**src/hw/rtl/rgh_pkg.sv**
```systemverilog
// Shared constants, codes and word types for the regular grid histogram.
// Used by every module of the block; depends on nothing.
package rgh_pkg;

  localparam int MAX_BINS    = 4096;
  localparam int BIN_W       = $clog2(MAX_BINS);
  localparam int BIN_COUNT_W = BIN_W + 1;
  localparam int COUNT_W     = 32;
  localparam int SAMPLE_W    = 32;
  localparam int EDGE_W      = 32;
  localparam int IW_W        = 32;
  localparam int STEP_W      = 16;
  localparam int CFG_IDX_W   = 3;
  localparam int CFG_DATA_W  = 32;
  localparam int Q_DEPTH     = 4;
  localparam int Q_AW        = $clog2(Q_DEPTH);
  localparam int OUT_DEPTH   = 2;
  localparam int OUT_AW      = $clog2(OUT_DEPTH);

  localparam logic [COUNT_W-1:0]     CNT_MAX        = {COUNT_W{1'b1}};
  localparam logic [BIN_COUNT_W-1:0] MAX_BINS_C     = BIN_COUNT_W'(MAX_BINS);
  localparam logic signed [EDGE_W-1:0] START_RST    = '0;
  localparam logic signed [EDGE_W-1:0] END_RST      = EDGE_W'(268435456);
  localparam logic [IW_W-1:0]        IW_RST         = IW_W'(65536);
  localparam logic [BIN_COUNT_W-1:0] BIN_COUNT_RST  = BIN_COUNT_W'(4096);
  localparam logic [STEP_W-1:0]      STEP_RST       = STEP_W'(1);

  typedef enum logic [1:0] {
    OP_ADD     = 2'd0,
    OP_READ    = 2'd1,
    OP_RESTART = 2'd2,
    OP_UNUSED  = 2'd3
  } op_t;

  typedef enum logic [CFG_IDX_W-1:0] {
    REG_RANGE_START   = 3'd0,
    REG_RANGE_END     = 3'd1,
    REG_INVERSE_WIDTH = 3'd2,
    REG_BIN_COUNT     = 3'd3,
    REG_SAMPLE_STEP   = 3'd4
  } cfg_reg_t;

  // What the back end has to do with one word
  typedef enum logic [1:0] {
    WK_EMPTY = 2'd0,
    WK_ADD   = 2'd1,
    WK_READ  = 2'd2
  } kind_t;

  typedef struct packed {
    kind_t            kind;
    logic [BIN_W-1:0] bin;
  } work_t;

  typedef struct packed {
    logic               accepted;
    logic [BIN_W-1:0]   bin;
    logic [COUNT_W-1:0] count;
  } result_t;

  // Handshake between front end and work queue
  typedef struct packed {
    logic  push;
    work_t word;
  } q_wr_t;

endpackage

```
**src/hw/rtl/rgh_queue.sv**
```systemverilog
// Short work queue between the front end and the back end.
// Depends on rgh_pkg for the word type and depth.
module rgh_queue (
  input  logic            clk,
  input  logic            rst_n,
  input  rgh_pkg::q_wr_t  q_wr,
  input  logic            pop,
  output logic            full,
  output logic            empty,
  output rgh_pkg::work_t  head
);

  rgh_pkg::work_t            mem_r [rgh_pkg::Q_DEPTH];
  logic [rgh_pkg::Q_AW-1:0]  wr_ptr_r, rd_ptr_r;
  logic [rgh_pkg::Q_AW:0]    cnt_r;
  logic                      do_push, do_pop;

  assign full    = (cnt_r == (rgh_pkg::Q_AW+1)'(rgh_pkg::Q_DEPTH));
  assign empty   = (cnt_r == '0);
  assign do_push = q_wr.push && !full;
  assign do_pop  = pop && !empty;
  assign head    = mem_r[rd_ptr_r];

  always_ff @(posedge clk) begin
    if (!rst_n) begin
      wr_ptr_r <= '0;
      rd_ptr_r <= '0;
      cnt_r    <= '0;
    end else begin
      if (do_push) wr_ptr_r <= wr_ptr_r + rgh_pkg::Q_AW'(1);
      if (do_pop)  rd_ptr_r <= rd_ptr_r + rgh_pkg::Q_AW'(1);
      cnt_r <= cnt_r + (rgh_pkg::Q_AW+1)'(do_push) - (rgh_pkg::Q_AW+1)'(do_pop);
    end
  end

  always_ff @(posedge clk) begin
    if (do_push) mem_r[wr_ptr_r] <= q_wr.word;
  end

endmodule

```
**config.mk**
```make
export PLATFORM = sky130hd
export DESIGN_NAME = rgh_queue
export DESIGN_NICKNAME = d
export VERILOG_FILES = /design/src/hw/rtl/rgh_pkg.sv /design/src/hw/rtl/rgh_queue.sv
export SDC_FILE = /design/constraint.sdc
export NUM_CORES = 1
export LEC_CHECK = 0
export BUFFER_PORTS_ARGS = -buffer_cell sky130_fd_sc_hd__buf_2
export CORE_UTILIZATION = 51
export CTS_CLUSTER_SIZE = 12
export DETAILED_ROUTE_END_ITERATION = 8
export PLACE_DENSITY_LB_ADDON = 0.08
export SLEW_MARGIN = 10
export SYNTH_ARGS = -nofsm -noshare
export SYNTH_HDL_FRONTEND = slang
export SYNTH_SLANG_ARGS = --single-unit
```
**constraint.sdc**
```tcl
create_clock -name clk -period 2.2 [get_ports clk]
set_input_delay 0.22 -clock clk [delete_from_list [all_inputs] [get_ports clk]]
set_output_delay 0.22 -clock clk [all_outputs]
set_load 0.1 [all_outputs]
```
==> run_results.csv, run 1 <==
group,metric,value,unit
status,status,"finished, final reports clean",
synthesis,synth_cells,124,
timing,slew_viol_final,0,
clock_network,cts_setup_buffers,0,
finish,syn2layout_area_growth,18.8,%
clock_network,clock-sinks,65,
global_route,grt_pass1_vias,1238,
clock_network,cts_tree,"yes",
synthesis,synth_seq_area_share,73.5,%
finish,nFillCells,362,
power,ir_drop,0.714,mV
clock_network,insertion_delay,0.33,ns
timing,clock_skew,0.00649,ns
drt,routedWlPerCell,16.1,µm
clock_network,path_clk_slew,0.07,ns
min_path,min_path_type,"input port to flip-flop",
drt,firstDrtPassIters,4,
run,maxCapViolCount,0,
floorplanning,rows,25,
drt,drc_errors,0,
worst_setup_path,crit_required,2.42,ns
power,p_sw_share,41.7,%
synthesis,netlist_area,0.00253,mm²
placement,gp_congestion,0.801,
synthesis,synth_area_per_cell,20.4,µm²
timing,worstMarginPinSlew,0.496,ns
timing,fin_crit_sh,95.8,%
power,p_int,0.00241,W
placement,pre_cts_ws,0.0614,ns
finish,finish.utilization,63.3,%
power,seqPwrFrac,38.1,%
floorplanning,dieArea,0.00525,mm²
power,total_power,0.00413,W
drt,vias,1240,
global_route,grt_overflow,0,
timing,hold_viol,0,
worst_setup_path,critical_path_class,"flip-flop to flip-flop",
synthesis,synth_seq_cells,65,
synthesis,synth_cell_type_count,22,
power,p_leak,1.09,nW
timing,setup_ws,0.0929,ns
timing,fmax,0.475,GHz
timing,fin_crit,2.11,ns
drt,wl,3900,µm
power,p_clk_share,22.0,%
floorplanning,die_height,72.5,µm
global_route,grt_pass1_wl,5950,µm
min_path,holdPathStages,1,
global_route,grtUsageTotal,16.8,%
finish,diodes,0,
floorplanning,die_x,72.5,µm
synthesis,synth_area_leaders,"edfxtp_1, mux4_2, dfxtp_1, mux4_1, ha_1",
drt,post_drt_via_cell_ratio,5.12,
timing,fin_tns_setup,0,ns
drt,drt-initial-drc-count,68,
clock_network,cts-htree-levels,3,
power,powerDensity,1370,mW/mm²
worst_setup_path,worstSetupEndpointType,"flip-flop",
finish,drive_gt1_share,42.3,%
global_route,grt_max_degree,15,
floorplanning,io_pins,34,
clock_network,clk_path_buf_depth,2,
drt,drtAntennaViolNets,0,
power,p_switching,0.00172,W
timing,hold_ws,0.0994,ns
worst_setup_path,cp.arrival,2.33,ns
timing,setup_viol,0,
worst_setup_path,startpoint_type,"flip-flop",
placement,hpwl,2480,µm
clock_network,cts_buffers,9,
finish,nets,195,
floorplanning,design.core.area,0.00475,mm²
synthesis,ys.warnings.count,0,
synthesis,synth_top_area_share,66.4,%
synthesis,synth_fp_nets,149,
global_route,antenna_found_initial,0,
worst_setup_path,reg2reg_depth,10,
placement,port_buffers,33,
floorplanning,start_util,53.3,%
synthesis,synth.largest_area_cell,"edfxtp_1",
worst_setup_path,reg2reg_slack,0.09,ns
clock_network,cts-root-buf,"clkbuf_8",
timing,slew_headroom,67.1,%
clock_network,cts-resized-gates,0,
clock_network,postCtsHoldBufs,0,
worst_setup_path,crit_path_max_fanout,3,
power,p_comb_share,39.9,%
==> kinds of logic after synthesis <==
logic type | share of synthesized area, %
flip-flops | 73.5
AND/OR/NAND/NOR | 4.69
multiplexers | 13.8
buffers and inverters | 2.67
adder cells (fa/ha/maj) | 3.75
AO/OA/AOI/OAI | 0.889
XOR/XNOR | 0.691
==> cells in the final DEF, fill, tap and decap left out, types with 3 or more instances in the layout <==
cell,instances
edfxtp_1,56
inv_1,6
clkinv_2,3
buf_4,7
mux4_2,10
buf_2,33
dfxtp_2,3
nand2_1,6
mux4_1,4
o21ai_0,3
ha_1,5
dfxtp_1,6
clkbuf_8,10
and2_1,7
==> registers in the layout, indices dropped and copies added, names as in the netlist, named ones only <==
signal / count
rd_ptr_r: 2
wr_ptr_r: 2
cnt_r: 3
mem_r: 56
==> path summary, 6_finish.rpt <==
kind               start     endpoint
min              q_wr[0]  mem_r[3][0]
max reg2reg     cnt_r[2]     cnt_r[2]
max             cnt_r[2]     cnt_r[2]
min reg2reg  wr_ptr_r[1]  wr_ptr_r[1]
==> final cells by class <==
cell class	count	area, µm²	area share [%]
multi-input combinational	48	634	21.1
clock buffer	13	170	5.65
inverter	6	22.5	0.748
sequential	65	1870	62.0
timing repair buffer	40	218	7.23
tap	67	83.8	2.79
clock inverter	3	15.0	0.499
==> critical path: stages, from the launching register on <==
cell and delay [ns]:
dfxtp_2 0.35, nor3b_4 0.16, nor2b_2 0.15, inv_1 0.06, ha_1 0.27, inv_1 0.04, ha_2 0.17, fa_2 0.35
xnor2_2 0.16, xnor2_1 0.13, and2_1 0.15
==> power groups by stage <==
stage / combinational (W) / sequential, W / clock (W)
after global placement: 0.00162 / 0.00159 / 0
after detailed placement: 0.00164 / 0.00160 / 0
after global routing: 0.00173 / 0.00159 / 0.000978
after CTS: 0.00164 / 0.00157 / 0.000937
final: 0.00165 / 0.00158 / 0.000911
after floorplan: 0.00143 / 0.00159 / 0
==> cell usage after synthesis <==
library cell   n
nor2b_1        2
or3_1          1
mux4_2        10
buf_2          2
inv_1          6
edfxtp_1      56
buf_6          1
nand2_1        6
nor3_2         1
a21boi_1       1
nand4bb_1      1
nor3b_2        1
o21ai_0        3
fa_1           1
mux2i_1        2
buf_12         1
ha_1           6
xnor2_1        2
mux4_1         4
clkbuf_1       1
dfxtp_1        9
and2_1         7
==> per-stage QoR <==
stage / instances / instance area, µm²
2_1_floorplan: 124 / 2550
3_3_place_gp: 226 / 2810
3_5_place_dp: 226 / 2810
4_1_cts: 242 / 3000
5_1_grt: 242 / 3010
6_report: 242 / 3010
==> routing by layer <==
metal / track usage [%] / vias up / part of all wire [%]
met2: 27.0 / 40 / 51
met1: 20.1 / 615 / 40
met5: 0 / - / 0
li1: - / 576 / -
met4: 9.15 / 0 / 2.0
met3: 5.69 / 9 / 6.7
Note: power is estimated with default switching activity, not from simulation.
==> run 2: changes to the inputs <==
Settings changed: CORE_MARGIN set to 3, CORE_UTILIZATION 51 to 53, CTS_BUF_LIST set to sky130_fd_sc_hd__clkbuf_8.
==> run 2 against run 1 <==
  * Combinational power fell by 2%
  * Non-clock buffer count did not move
  * Fmax rose by 3.4%
  * Clock power fell by 16%
  * Worst hold slack improved by 0.014 ns
  * Critical path depth did not move
  * Critical path type unchanged
==> run_results.csv, run 2 (synthesized netlist as in run 1, its figures left out) <==
group,metric,value,unit
finish,drive_gt1_share,37.7,%
power,seqPwrFrac,39.8,%
drt,drtAntennaViolNets,0,
finish,diodes,0,
worst_setup_path,cp.arrival,2.25,ns
global_route,globalRouteMet1Util,16.4,%
global_route,grt_overflow,0,
worst_setup_path,r2r-end,"cnt_r[2]",
floorplanning,design.core.area,0.00447,mm²
min_path,hold_end,"mem_r[1][11]",
power,ir_drop,0.761,mV
placement,dpl_cell_area,0.00279,mm²
drt,wl,3700,µm
global_route,antenna_found_initial,0,
placement,port_buffers,33,
run,maxCapViolCount,0,
drt,drc_errors,0,
power,powerDensity,1340,mW/mm²
min_path,min_path_type,"input port to flip-flop",
power,p_int,0.00228,W
min_path,hold_path_startpoint,"q_wr[11]",
worst_setup_path,path_buf_inv,2,
worst_setup_path,cpPeakStageDelay,0.44,ns
finish,nFillCells,298,
status,status,"finished, final reports clean",
timing,hold_viol,0,
worst_setup_path,reg2reg_slack,0.16,ns
worst_setup_path,worst_path_max_delay_cell,"dfxtp_1",
clock_network,cts-resized-gates,0,
drt,firstDrtPassIters,4,
clock_network,cts-htree-levels,3,
global_route,grt_pass1_wl,5710,µm
timing,rsz0062_at_grt,"no",
placement,pre_cts_ws,0.132,ns
clock_network,path_clk_slew,0.06,ns
placement,hpwl,2440,µm
timing,fin_crit,2.04,ns
floorplanning,rows,24,
min_path,holdPathStages,1,
worst_setup_path,crit_required,2.41,ns
floorplanning,start_util,56.6,%
drt,vias,1211,
finish,final_common_cell,"edfxtp_1",
finish,largest_reg_flops,56,
floorplanning,die_height,75.1,µm
finish,final-instance-count-excl-fill,227,
worst_setup_path,startpoint_type,"flip-flop",
power,p_sw_share,42.3,%
power,p_clk_share,19.3,%
finish,final_cell_mix,"edfxtp_1, buf_2, inv_1, mux4_2, clkbuf_8",
global_route,grt_pass1_vias,1214,
clock_network,cts_buffers,9,
finish,top_regs,"mem_r: 56 flops, cnt_r: 3 flops",
worst_setup_path,reg2reg_depth,10,
floorplanning,die_x,75.1,µm
finish,regMostFlops,"mem_r",
clock_network,cts_setup_buffers,0,
finish,finish.utilization,65.8,%
global_route,gr-max-usage-layer,"met2",
floorplanning,dieArea,0.00565,mm²
timing,setup_ws,0.163,ns
drt,routedWlPerCell,16.3,µm
global_route,gr-usage-met2,24.9,%
placement,gp_congestion,0.773,
clock_network,clk_path_buf_depth,2,
finish,stdcell_area,0.00294,mm²
worst_setup_path,worstSetupEndpointType,"flip-flop",
timing,fmax,0.491,GHz
power,p_switching,0.00167,W
timing,worstMarginPinSlew,0.492,ns
global_route,grtUsageTotal,14.9,%
finish,nets,195,
worst_setup_path,crit_path_max_fanout,3,
finish,syn2layout_area_growth,16.1,%
power,p_comb_share,40.9,%
worst_setup_path,crit_chain,"nor3b_4 > nor2b_1 > inv_1 > ha_1 > inv_1 > ha_2 > fa_2 > xnor2_1 > xnor2_1 > and2_1",
timing,slew_headroom,67.4,%
drt,drt-initial-drc-count,38,
clock_network,cts-root-buf,"clkbuf_8",
timing,setup_viol,0,
drt,post_drt_via_cell_ratio,5.33,
clock_network,cts_tree,"yes",
global_route,grt_max_degree,15,
timing,slew_viol_final,0,
worst_setup_path,critical_path_class,"flip-flop to flip-flop",
placement,placed_cells,211,
power,p_leak,1.08,nW
worst_setup_path,path_delay_family,"adder cells",
clock_network,postCtsHoldBufs,0,
timing,clock_skew,0.00758,ns
global_route,use_met3,5.34,%
clock_network,clock-sinks,65,
worst_setup_path,worstReg2RegStart,"cnt_r[1]",
timing,fin_crit_sh,92.6,%
clock_network,insertion_delay,0.32,ns
floorplanning,io_pins,34,
==> run 2: cell count changes in the layout (fill, tap and decap cells not counted), moves of 2 or more <==
cell,before,now
clkbuf_1,2,0
nor2b_2,2,0
inv_1,6,12
nor2b_1,0,2
clkinv_2,3,1
==> run 2: per-layer routing <==
| layer | vias to the layer above | routed length, µm |
|---|---|---|
| met5 | - | 0 |
| li1 | 578 | - |
| met3 | 6 | 177 |
| met1 | 596 | 1510 |
| met2 | 31 | 1960 |
| met4 | 0 | 51 |
==> run 2: worst register-to-register path, stage by stage, from the launching register on <==
cell and delay (ns):
dfxtp_1 0.44, nor3b_4 0.07, nor2b_1 0.15, inv_1 0.06, ha_1 0.26, inv_1 0.04
ha_2 0.16, fa_2 0.34, xnor2_1 0.14, xnor2_1 0.12, and2_1 0.15
==> run 2: metrics by stage <==
step / setup TNS (ns) / power [W] / hold slack [ns]
final: 0 / 0.00395 / 0.113
after global routing: 0 / 0.00414 / 0.0852
after CTS: 0 / 0.00401 / 0.0914
after detailed placement: 0 / 0.00323 / 0.441
after global placement: 0 / 0.00320 / 0.428
after floorplan: -1.01 / 0.00301 / 0.319
==> run 2: final cells by class <==
type | count | area, µm² | share of cell area, %
Clock buffer | 9 | 124 | 4.21
Clock inverter | 7 | 27.5 | 0.935
Inverter | 6 | 22.5 | 0.765
Multi-Input combinational cell | 48 | 622 | 21.1
Sequential cell | 65 | 1860 | 63.4
Tap cell | 52 | 65.1 | 2.21
Timing Repair Buffer | 40 | 218 | 7.40
==> run 2: power groups by stage <==
stage / combinational (W) / clock, W / sequential, W
global placement: 0.00162 / 0 / 0.00159
floorplan: 0.00143 / 0 / 0.00159
finish: 0.00161 / 0.000762 / 0.00157
CTS: 0.00164 / 0.000792 / 0.00157
detailed placement: 0.00163 / 0 / 0.00160
global route: 0.00170 / 0.000855 / 0.00158
==> run 2: how the worst max path moves through the flow <==
stage / startpoint / end / depth (start not counted)
finish: cnt_r[1] / cnt_r[2] / 10
global route: cnt_r[1] / cnt_r[2] / 10
CTS: cnt_r[1] / cnt_r[2] / 10
detailed placement: cnt_r[1] / cnt_r[2] / 10
global placement: cnt_r[2] / cnt_r[2] / 10
floorplan: cnt_r[2] / cnt_r[2] / 9
