<file path="src/hw/rtl/rgh_pkg.sv">
// Shared constants, codes and word types for the regular grid histogram.
// Used by every module of the block; depends on nothing.
package rgh_pkg;

  localparam int MAX_BINS    = 4096;
  localparam int BIN_W       = $clog2(MAX_BINS);
  localparam int BIN_COUNT_W = BIN_W + 1;
  localparam int COUNT_W     = 32;
  localparam int SAMPLE_W    = 32;
  localparam int EDGE_W      = 32;
  localparam int IW_W        = 32;
  localparam int STEP_W      = 16;
  localparam int CFG_IDX_W   = 3;
  localparam int CFG_DATA_W  = 32;
  localparam int Q_DEPTH     = 4;
  localparam int Q_AW        = $clog2(Q_DEPTH);
  localparam int OUT_DEPTH   = 2;
  localparam int OUT_AW      = $clog2(OUT_DEPTH);

  localparam logic [COUNT_W-1:0]     CNT_MAX        = {COUNT_W{1'b1}};
  localparam logic [BIN_COUNT_W-1:0] MAX_BINS_C     = BIN_COUNT_W'(MAX_BINS);
  localparam logic signed [EDGE_W-1:0] START_RST    = '0;
  localparam logic signed [EDGE_W-1:0] END_RST      = EDGE_W'(268435456);
  localparam logic [IW_W-1:0]        IW_RST         = IW_W'(65536);
  localparam logic [BIN_COUNT_W-1:0] BIN_COUNT_RST  = BIN_COUNT_W'(4096);
  localparam logic [STEP_W-1:0]      STEP_RST       = STEP_W'(1);

  typedef enum logic [1:0] {
    OP_ADD     = 2'd0,
    OP_READ    = 2'd1,
    OP_RESTART = 2'd2,
    OP_UNUSED  = 2'd3
  } op_t;

  typedef enum logic [CFG_IDX_W-1:0] {
    REG_RANGE_START   = 3'd0,
    REG_RANGE_END     = 3'd1,
    REG_INVERSE_WIDTH = 3'd2,
    REG_BIN_COUNT     = 3'd3,
    REG_SAMPLE_STEP   = 3'd4
  } cfg_reg_t;

  // What the back end has to do with one word
  typedef enum logic [1:0] {
    WK_EMPTY = 2'd0,
    WK_ADD   = 2'd1,
    WK_READ  = 2'd2
  } kind_t;

  typedef struct packed {
    kind_t            kind;
    logic [BIN_W-1:0] bin;
  } work_t;

  typedef struct packed {
    logic               accepted;
    logic [BIN_W-1:0]   bin;
    logic [COUNT_W-1:0] count;
  } result_t;

  // Handshake between front end and work queue
  typedef struct packed {
    logic  push;
    work_t word;
  } q_wr_t;

endpackage

</file>
<file path="src/hw/rtl/rgh_front.sv">
// Front end of the histogram: configuration registers, step phase and the
// three-stage bin computation pipeline. Depends on rgh_pkg.
module rgh_front (
  input  logic                                  clk,
  input  logic                                  rst_n,
  input  logic                                  cfg_valid,
  input  logic [rgh_pkg::CFG_IDX_W-1:0]         cfg_index,
  input  logic [rgh_pkg::CFG_DATA_W-1:0]        cfg_data,
  input  logic                                  in_push,
  input  logic [1:0]                            in_operation,
  input  logic signed [rgh_pkg::SAMPLE_W-1:0]   in_sample,
  input  logic                                  in_sample_invalid,
  input  logic [rgh_pkg::BIN_W-1:0]             in_bin_index,
  input  logic                                  hold,
  input  logic                                  q_full,
  output logic                                  full,
  output rgh_pkg::q_wr_t                        q_wr
);

  logic signed [rgh_pkg::EDGE_W-1:0]  start_r, end_r;
  logic [rgh_pkg::IW_W-1:0]           iw_r;
  logic [rgh_pkg::BIN_COUNT_W-1:0]    nbins_r;
  logic [rgh_pkg::STEP_W-1:0]         step_r;
  logic [rgh_pkg::STEP_W-1:0]         phase_r, phase_nxt;

  logic en, accept;

  // stage 1: raw item
  logic                                 s1_v_r;
  rgh_pkg::op_t                         s1_op_r;
  logic signed [rgh_pkg::SAMPLE_W-1:0]  s1_sample_r;
  logic                                 s1_take_r;
  logic [rgh_pkg::BIN_W-1:0]            s1_idx_r;

  // stage 2: offset from start
  logic                                 s2_v_r;
  rgh_pkg::op_t                         s2_op_r;
  logic                                 s2_take_r;
  logic                                 s2_is_end_r;
  logic [rgh_pkg::EDGE_W-1:0]           s2_d_r;
  logic [rgh_pkg::BIN_W-1:0]            s2_idx_r;

  // stage 3: raw bin number
  logic                                 s3_v_r;
  rgh_pkg::op_t                         s3_op_r;
  logic                                 s3_take_r;
  logic                                 s3_is_end_r;
  logic [rgh_pkg::IW_W-1:0]             s3_b_r;
  logic [rgh_pkg::BIN_W-1:0]            s3_idx_r;

  logic [rgh_pkg::STEP_W-1:0]           step_eff;
  logic [rgh_pkg::STEP_W:0]             phase_inc;
  logic                                 in_range;
  logic [rgh_pkg::EDGE_W:0]             diff;
  logic [2*rgh_pkg::IW_W-1:0]           prod;
  logic [rgh_pkg::BIN_COUNT_W-1:0]      nb_eff;
  logic                                 over;
  rgh_pkg::work_t                       word;

  // the pipeline moves as one; it stops only when a finished word cannot enter the queue
  assign en     = !(s3_v_r && q_full);
  assign full   = hold || !en;
  assign accept = in_push && !full;

  always_ff @(posedge clk) begin
    if (!rst_n) begin
      start_r <= rgh_pkg::START_RST;
      end_r   <= rgh_pkg::END_RST;
      iw_r    <= rgh_pkg::IW_RST;
      nbins_r <= rgh_pkg::BIN_COUNT_RST;
      step_r  <= rgh_pkg::STEP_RST;
    end else if (cfg_valid) begin
      unique case (rgh_pkg::cfg_reg_t'(cfg_index))
        rgh_pkg::REG_RANGE_START:   start_r <= cfg_data[rgh_pkg::EDGE_W-1:0];
        rgh_pkg::REG_RANGE_END:     end_r   <= cfg_data[rgh_pkg::EDGE_W-1:0];
        rgh_pkg::REG_INVERSE_WIDTH: iw_r    <= cfg_data[rgh_pkg::IW_W-1:0];
        rgh_pkg::REG_BIN_COUNT:     nbins_r <= cfg_data[rgh_pkg::BIN_COUNT_W-1:0];
        rgh_pkg::REG_SAMPLE_STEP:   step_r  <= cfg_data[rgh_pkg::STEP_W-1:0];
        default: ;
      endcase
    end
  end

  // step phase advances on every sample word, even a rejected one
  always_comb begin
    step_eff  = (step_r == '0) ? rgh_pkg::STEP_W'(1) : step_r;
    phase_inc = {1'b0, phase_r} + (rgh_pkg::STEP_W+1)'(1);
    phase_nxt = phase_r;
    if (accept) begin
      unique case (rgh_pkg::op_t'(in_operation))
        rgh_pkg::OP_ADD:
          phase_nxt = (phase_inc >= {1'b0, step_eff}) ? '0 : phase_inc[rgh_pkg::STEP_W-1:0];
        rgh_pkg::OP_RESTART: phase_nxt = '0;
        rgh_pkg::OP_READ, rgh_pkg::OP_UNUSED: phase_nxt = phase_r;
        default: phase_nxt = phase_r;
      endcase
    end
  end

  always_ff @(posedge clk) begin
    if (!rst_n) begin
      phase_r <= '0;
    end else begin
      phase_r <= phase_nxt;
    end
  end

  always_ff @(posedge clk) begin
    if (!rst_n) begin
      s1_v_r <= 1'b0;
      s2_v_r <= 1'b0;
      s3_v_r <= 1'b0;
    end else if (en) begin
      s1_v_r <= accept;
      s2_v_r <= s1_v_r;
      s3_v_r <= s2_v_r;
    end
  end

  always_comb begin
    in_range = !(s1_sample_r < start_r) && !(s1_sample_r > end_r);
    diff     = {s1_sample_r[rgh_pkg::SAMPLE_W-1], s1_sample_r} - {start_r[rgh_pkg::EDGE_W-1], start_r};
    prod     = {{rgh_pkg::IW_W{1'b0}}, s2_d_r} * {{rgh_pkg::EDGE_W{1'b0}}, iw_r};
  end

  always_ff @(posedge clk) begin
    if (en) begin
      s1_op_r     <= rgh_pkg::op_t'(in_operation);
      s1_sample_r <= in_sample;
      s1_take_r   <= (phase_r == '0) && !in_sample_invalid;
      s1_idx_r    <= in_bin_index;

      s2_op_r     <= s1_op_r;
      s2_take_r   <= s1_take_r && in_range;
      s2_is_end_r <= (s1_sample_r == end_r);
      s2_d_r      <= diff[rgh_pkg::EDGE_W-1:0];
      s2_idx_r    <= s1_idx_r;

      s3_op_r     <= s2_op_r;
      s3_take_r   <= s2_take_r;
      s3_is_end_r <= s2_is_end_r;
      s3_b_r      <= prod[2*rgh_pkg::IW_W-1:rgh_pkg::IW_W];
      s3_idx_r    <= s2_idx_r;
    end
  end

  // clamp the bin count, fold the top edge into the last bin
  always_comb begin
    if (nbins_r == '0) begin
      nb_eff = rgh_pkg::BIN_COUNT_W'(1);
    end else if (nbins_r > rgh_pkg::MAX_BINS_C) begin
      nb_eff = rgh_pkg::MAX_BINS_C;
    end else begin
      nb_eff = nbins_r;
    end
    over      = s3_b_r >= {{(rgh_pkg::IW_W-rgh_pkg::BIN_COUNT_W){1'b0}}, nb_eff};
    word.kind = rgh_pkg::WK_EMPTY;
    word.bin  = '0;
    unique case (s3_op_r)
      rgh_pkg::OP_ADD: begin
        if (s3_take_r && (!over || s3_is_end_r)) begin
          word.kind = rgh_pkg::WK_ADD;
          word.bin  = over ? rgh_pkg::BIN_W'(nb_eff - rgh_pkg::BIN_COUNT_W'(1))
                           : s3_b_r[rgh_pkg::BIN_W-1:0];
        end
      end
      rgh_pkg::OP_READ: begin
        word.kind = rgh_pkg::WK_READ;
        word.bin  = s3_idx_r;
      end
      rgh_pkg::OP_RESTART, rgh_pkg::OP_UNUSED: word.kind = rgh_pkg::WK_EMPTY;
      default: word.kind = rgh_pkg::WK_EMPTY;
    endcase
  end

  assign q_wr.push = s3_v_r && en;
  assign q_wr.word = word;

endmodule

</file>
<file path="config.mk">
export PLATFORM = sky130hd
export DESIGN_NAME = rgh_front
export DESIGN_NICKNAME = d
export VERILOG_FILES = /design/src/hw/rtl/rgh_pkg.sv /design/src/hw/rtl/rgh_front.sv
export SDC_FILE = /design/constraint.sdc
export NUM_CORES = 2
export LEC_CHECK = 0
export BUFFER_PORTS_ARGS = -buffer_cell sky130_fd_sc_hd__clkbuf_2
export CELL_PAD_IN_SITES_DETAIL_PLACEMENT = 0
export CELL_PAD_IN_SITES_GLOBAL_PLACEMENT = 1
export CORE_UTILIZATION = 45
export DETAILED_ROUTE_END_ITERATION = 12
export PLACE_DENSITY_LB_ADDON = 0.1
export SLEW_MARGIN = 30
export SYNTH_ARGS = -nofsm -noshare
export SYNTH_HDL_FRONTEND = slang
export SYNTH_SLANG_ARGS = --single-unit
</file>
<file path="constraint.sdc">
create_clock -name clk -period 20.7 [get_ports clk]
set_input_delay 2.07 -clock clk [delete_from_list [all_inputs] [get_ports clk]]
set_output_delay 2.07 -clock clk [all_outputs]
set_load 0.03 [all_outputs]
</file>
==> flow_summary.toml <==
[worst_hold_path]
whs_path_cells = 0
launch_instance_of_the_worst_min_delay_path = "s2_idx_r[3]"
min-delay-path-class = "reg2reg"
min_delay_worst_endpoint = "s3_idx_r[3]"

[yosys]
post_synth_main_area_contributors = "sky130_fd_sc_hd__fa_1, sky130_fd_sc_hd__ha_1, sky130_fd_sc_hd__edfxtp_1, sky130_fd_sc_hd__and2_1, sky130_fd_sc_hd__inv_1"
ys_dominant_reg_cell = "sky130_fd_sc_hd__dfxtp_1"
synth_seq_cells = 287
netlist_instances = 4885
synthSimpleGateAreaFrac_pct = 17.3
synth_nets = 6225
synthAdderAreaFrac_pct = 48.7
synth_top_family_by_area = "adder cells"
yosys.cell_count.top_type = "sky130_fd_sc_hd__inv_1"
syn_area_sq_um = 46000
cell_taking_the_most_area_after_synthesis = "sky130_fd_sc_hd__fa_1"
synth.lib_cells_used.distinct = 72
synth_seq_area_share_pct = 15.6
synth-compound-area-share_pct = 6.92
synthTopCellsByCount = "sky130_fd_sc_hd__inv_1, sky130_fd_sc_hd__fa_1, sky130_fd_sc_hd__nand2_1"
synth.yosys.warnings = 0
synth-async-reset-ratio_pct = 0
edff_count_synth = 143
post_synth_mux_area_share_pct = 0.112
synth-xor-area-share_pct = 1.49
syn_avg_cell_area_sq_um = 9.41
synth.top_cell.area_share_pct = 39.0

[drt]
detail_route.wl_per_cell_um = 21.1
wirelength_mm = 132
drt_pre_antenna_iters = 5
drt-vias-per-instance = 5.18
route.detailed.drc = 0
first_iter_violations = 1740
num_vias = 32248
drtAntennaViolNets = 0

[worst_setup_path]
timing.critical_path.slowest_stage_cell = "sky130_fd_sc_hd__edfxtp_1"
worst_ep_required_time_ns = 20.99
timing.critical_path.buf_inv = 4
crit_fanout = 21
worstReg2RegEnd = "s3_b_r[27]"
cp_common_cell = "sky130_fd_sc_hd__fa_1"
reg2reg_setup_slack_ns = 11.79
max_stage_delay_ns = 0.70
timing.critical_path.from_type = "register"
crit_path_cell_trace = "buf_4, nand2_1, fa_1, inv_1, fa_1, fa_1, fa_1, fa_1, fa_1, fa_1, inv_1, fa_1, inv_1, ha_1, nand4_1, or3_1, nor3_1, o21ai_0, a31oi_1, o21ai_0, and2_1, o21ai_0, a21oi_1, xnor2_1"
regToRegStartpoint = "s2_d_r[9]"
critPathArrivalTime_ns = 9.20
end_kind = "register"
cell_count_of_the_worst_reg_to_reg_path = 24
crit_type = "reg2reg"
critPathTopFamily = "adder cells"

[die]
dieHeight_um = 322
rows = 116
dieWidth_um = 322
die_area_sq_um = 103000
core_area_sq_um = 101000
initial_core_util_pct = 45.6
ioPinCount = 104

[clocking]
number_of_gates_given_a_new_drive_strength_after_cts = 0
cts.root.buffer_cell = "sky130_fd_sc_hd__clkbuf_16"
post_cts.repair.setup_buffers = 0
htree_levels = 2
cts_max_path_buffers = 3
cts.reportedPaths.clkPinSlew_ns = 0.07
cts.sinks = 287
cts_buffers = 35
clkLatencyLatePin_ns = 0.58
cts_tree = "yes"
cts-hold-fix-buffers = 0

[final_layout]
n_fill_cell = 9868
regArea_sq_um = 7190
areaGrowthSynthToFinish_pct = 6.40
layout-drive-gt1-share_pct = 5.32
multiInputGateArea_sq_um = 34300
nNetsFinal = 6182

[pwr]
power.density_nw_per_um2 = 53.0
max-vdd-ir-drop_uv = 61.2
cellLeakagePower_nw = 23.4
total_power_mw = 2.59

[timing]
rsz_0062_raised_after_global_routing = "no"
final_period_minus_worst_setup_slack_ns = 8.91
achievable-frequency_mhz = 112
max_slew.worst_pin.slew_ns = 1.04
finalMaxSlewViolations = 0
final-hold-violation-count = 0
period_share_pct = 43.1
worst_clock_skew_ns = 0.0420
finalSetupViolations = 0
totalNegativeSetupSlack_ns = 0
relSlewSlack_pct = 29.7

[global_routing]
gr-usage-all-layers_pct = 26.5
initial_antenna_violation_count = 1
grt_overflow = 0
first_pass_grt_wire_length_mm = 207
first_global_vias = 34848
grt_start_max_net_pins = 93

[place]
numPortBuffers = 103
dp_hpwl_mm = 97.1
place_congestion = 0.879

[flow_run]
cap_viol_max_count = 0

[run_status]
result_of_the_run = "finished clean"
-- cell families (layout without fill, tap and decap cells) --
kind of cell,Yosys count,in the layout
other,0,1
buffers and inverters,1209,1192
flip-flops,287,287
AND/OR/NAND/NOR,1587,1587
AO/OA/AOI/OAI,467,467
XOR/XNOR,78,78
multiplexers,5,5
adder cells (fa/ha/maj),1252,1252
-- cell type report --
class                      count  area share [%]
antenna                        1         0.00512
clock inverter                18           0.332
clock buffer                  45            1.95
inverter                     956            7.34
tap                         1357            3.47
timing repair buffer         173            2.13
multi-input combinational   3389            70.1
sequential                   287            14.7
-- sequential cells by signal, summed over array words and instances, names as in the netlist, 2 cells and up --
signal	flops
end_r	32
iw_r	32
s1_sample_r	32
s2_d_r	32
s3_b_r	32
start_r	32
phase_r	16
step_r	16
nbins_r	13
s1_idx_r	12
s2_idx_r	12
s3_idx_r	12
s1_op_r	2
s2_op_r	2
s3_op_r	2
-- cell usage in the layout (no fill, tap or decap), drive strengths merged, types with 16 or more instances in the layout --
| cell type | n |
|---|---|
| a21boi | 130 |
| a21o | 71 |
| a21oi | 104 |
| and2 | 618 |
| and3 | 16 |
| buf | 70 |
| clkbuf | 148 |
| dfxtp | 144 |
| edfxtp | 143 |
| fa | 896 |
| ha | 356 |
| inv | 959 |
| nand2 | 728 |
| nand3 | 31 |
| nand4 | 25 |
| nor2 | 62 |
| nor2b | 20 |
| nor3 | 19 |
| o21a | 17 |
| o21ai | 64 |
| xnor2 | 53 |
| xor2 | 25 |
-- power breakdown --
| part | switching [mW] | total, mW | internal (mW) |
|---|---|---|---|
| logic | 0.813 | 1.28 | 0.462 |
| registers | 0.0350 | 0.702 | 0.667 |
| clock network | 0.263 | 0.617 | 0.354 |
| total | 1.11 | 2.59 | 1.48 |
-- worst max-delay path by stage --
| stage | from | endpoint | slack (ns) | depth (start not counted) |
|---|---|---|---|---|
| 3_5_place_dp | iw_r[15] | s3_b_r[27] | 11.93 | 23 |
| 3_3_place_gp | iw_r[15] | s3_b_r[27] | 12.02 | 23 |
| 4_1_cts | iw_r[15] | s3_b_r[27] | 11.87 | 23 |
| 5_1_grt | iw_r[15] | s3_b_r[27] | 11.44 | 23 |
| 6_report | s2_d_r[9] | s3_b_r[27] | 11.79 | 24 |
| 2_1_floorplan | q_full | full | 12.58 | 2 |
-- routing by layer --
metal,routed length (um),track usage (%)
met5,0,0
met4,3440,6.77
met3,4800,1.98
met2,67600,47.7
met1,55800,34.4
-- per-stage QoR --
stage / hold WS, ns / cells / utilization, % / setup slack, ns / cell area [sq um]
after floorplan: 0.400 / 4885 / - / 12.58 / 46000
after global placement: 0.401 / 6161 / 47.4 / 12.02 / 47800
after detailed placement: 0.405 / 6161 / 47.4 / 11.93 / 47800
after CTS: 0.410 / 6224 / 48.6 / 11.87 / 48900
after global routing: 0.420 / 6225 / 48.6 / 11.44 / 48900
final: 0.412 / 6226 / 48.6 / 11.79 / 48900
-- worst reg2reg max path: stages, from the launching register on --
cell and delay (ns):
sky130_fd_sc_hd__edfxtp_1 0.70, sky130_fd_sc_hd__buf_4 0.41, sky130_fd_sc_hd__nand2_1 0.13, sky130_fd_sc_hd__fa_1 0.53, sky130_fd_sc_hd__inv_1 0.06, sky130_fd_sc_hd__fa_1 0.58, sky130_fd_sc_hd__fa_1 0.46, sky130_fd_sc_hd__fa_1 0.49
sky130_fd_sc_hd__fa_1 0.52, sky130_fd_sc_hd__fa_1 0.43, sky130_fd_sc_hd__fa_1 0.49, sky130_fd_sc_hd__inv_1 0.05, sky130_fd_sc_hd__fa_1 0.47, sky130_fd_sc_hd__inv_1 0.04, sky130_fd_sc_hd__ha_1 0.38, sky130_fd_sc_hd__nand4_1 0.21
sky130_fd_sc_hd__or3_1 0.45, sky130_fd_sc_hd__nor3_1 0.18, sky130_fd_sc_hd__o21ai_0 0.29, sky130_fd_sc_hd__a31oi_1 0.40, sky130_fd_sc_hd__o21ai_0 0.22, sky130_fd_sc_hd__and2_1 0.27, sky130_fd_sc_hd__o21ai_0 0.54, sky130_fd_sc_hd__a21oi_1 0.18
sky130_fd_sc_hd__xnor2_1 0.15
Power figures use the tool's default switching activity.
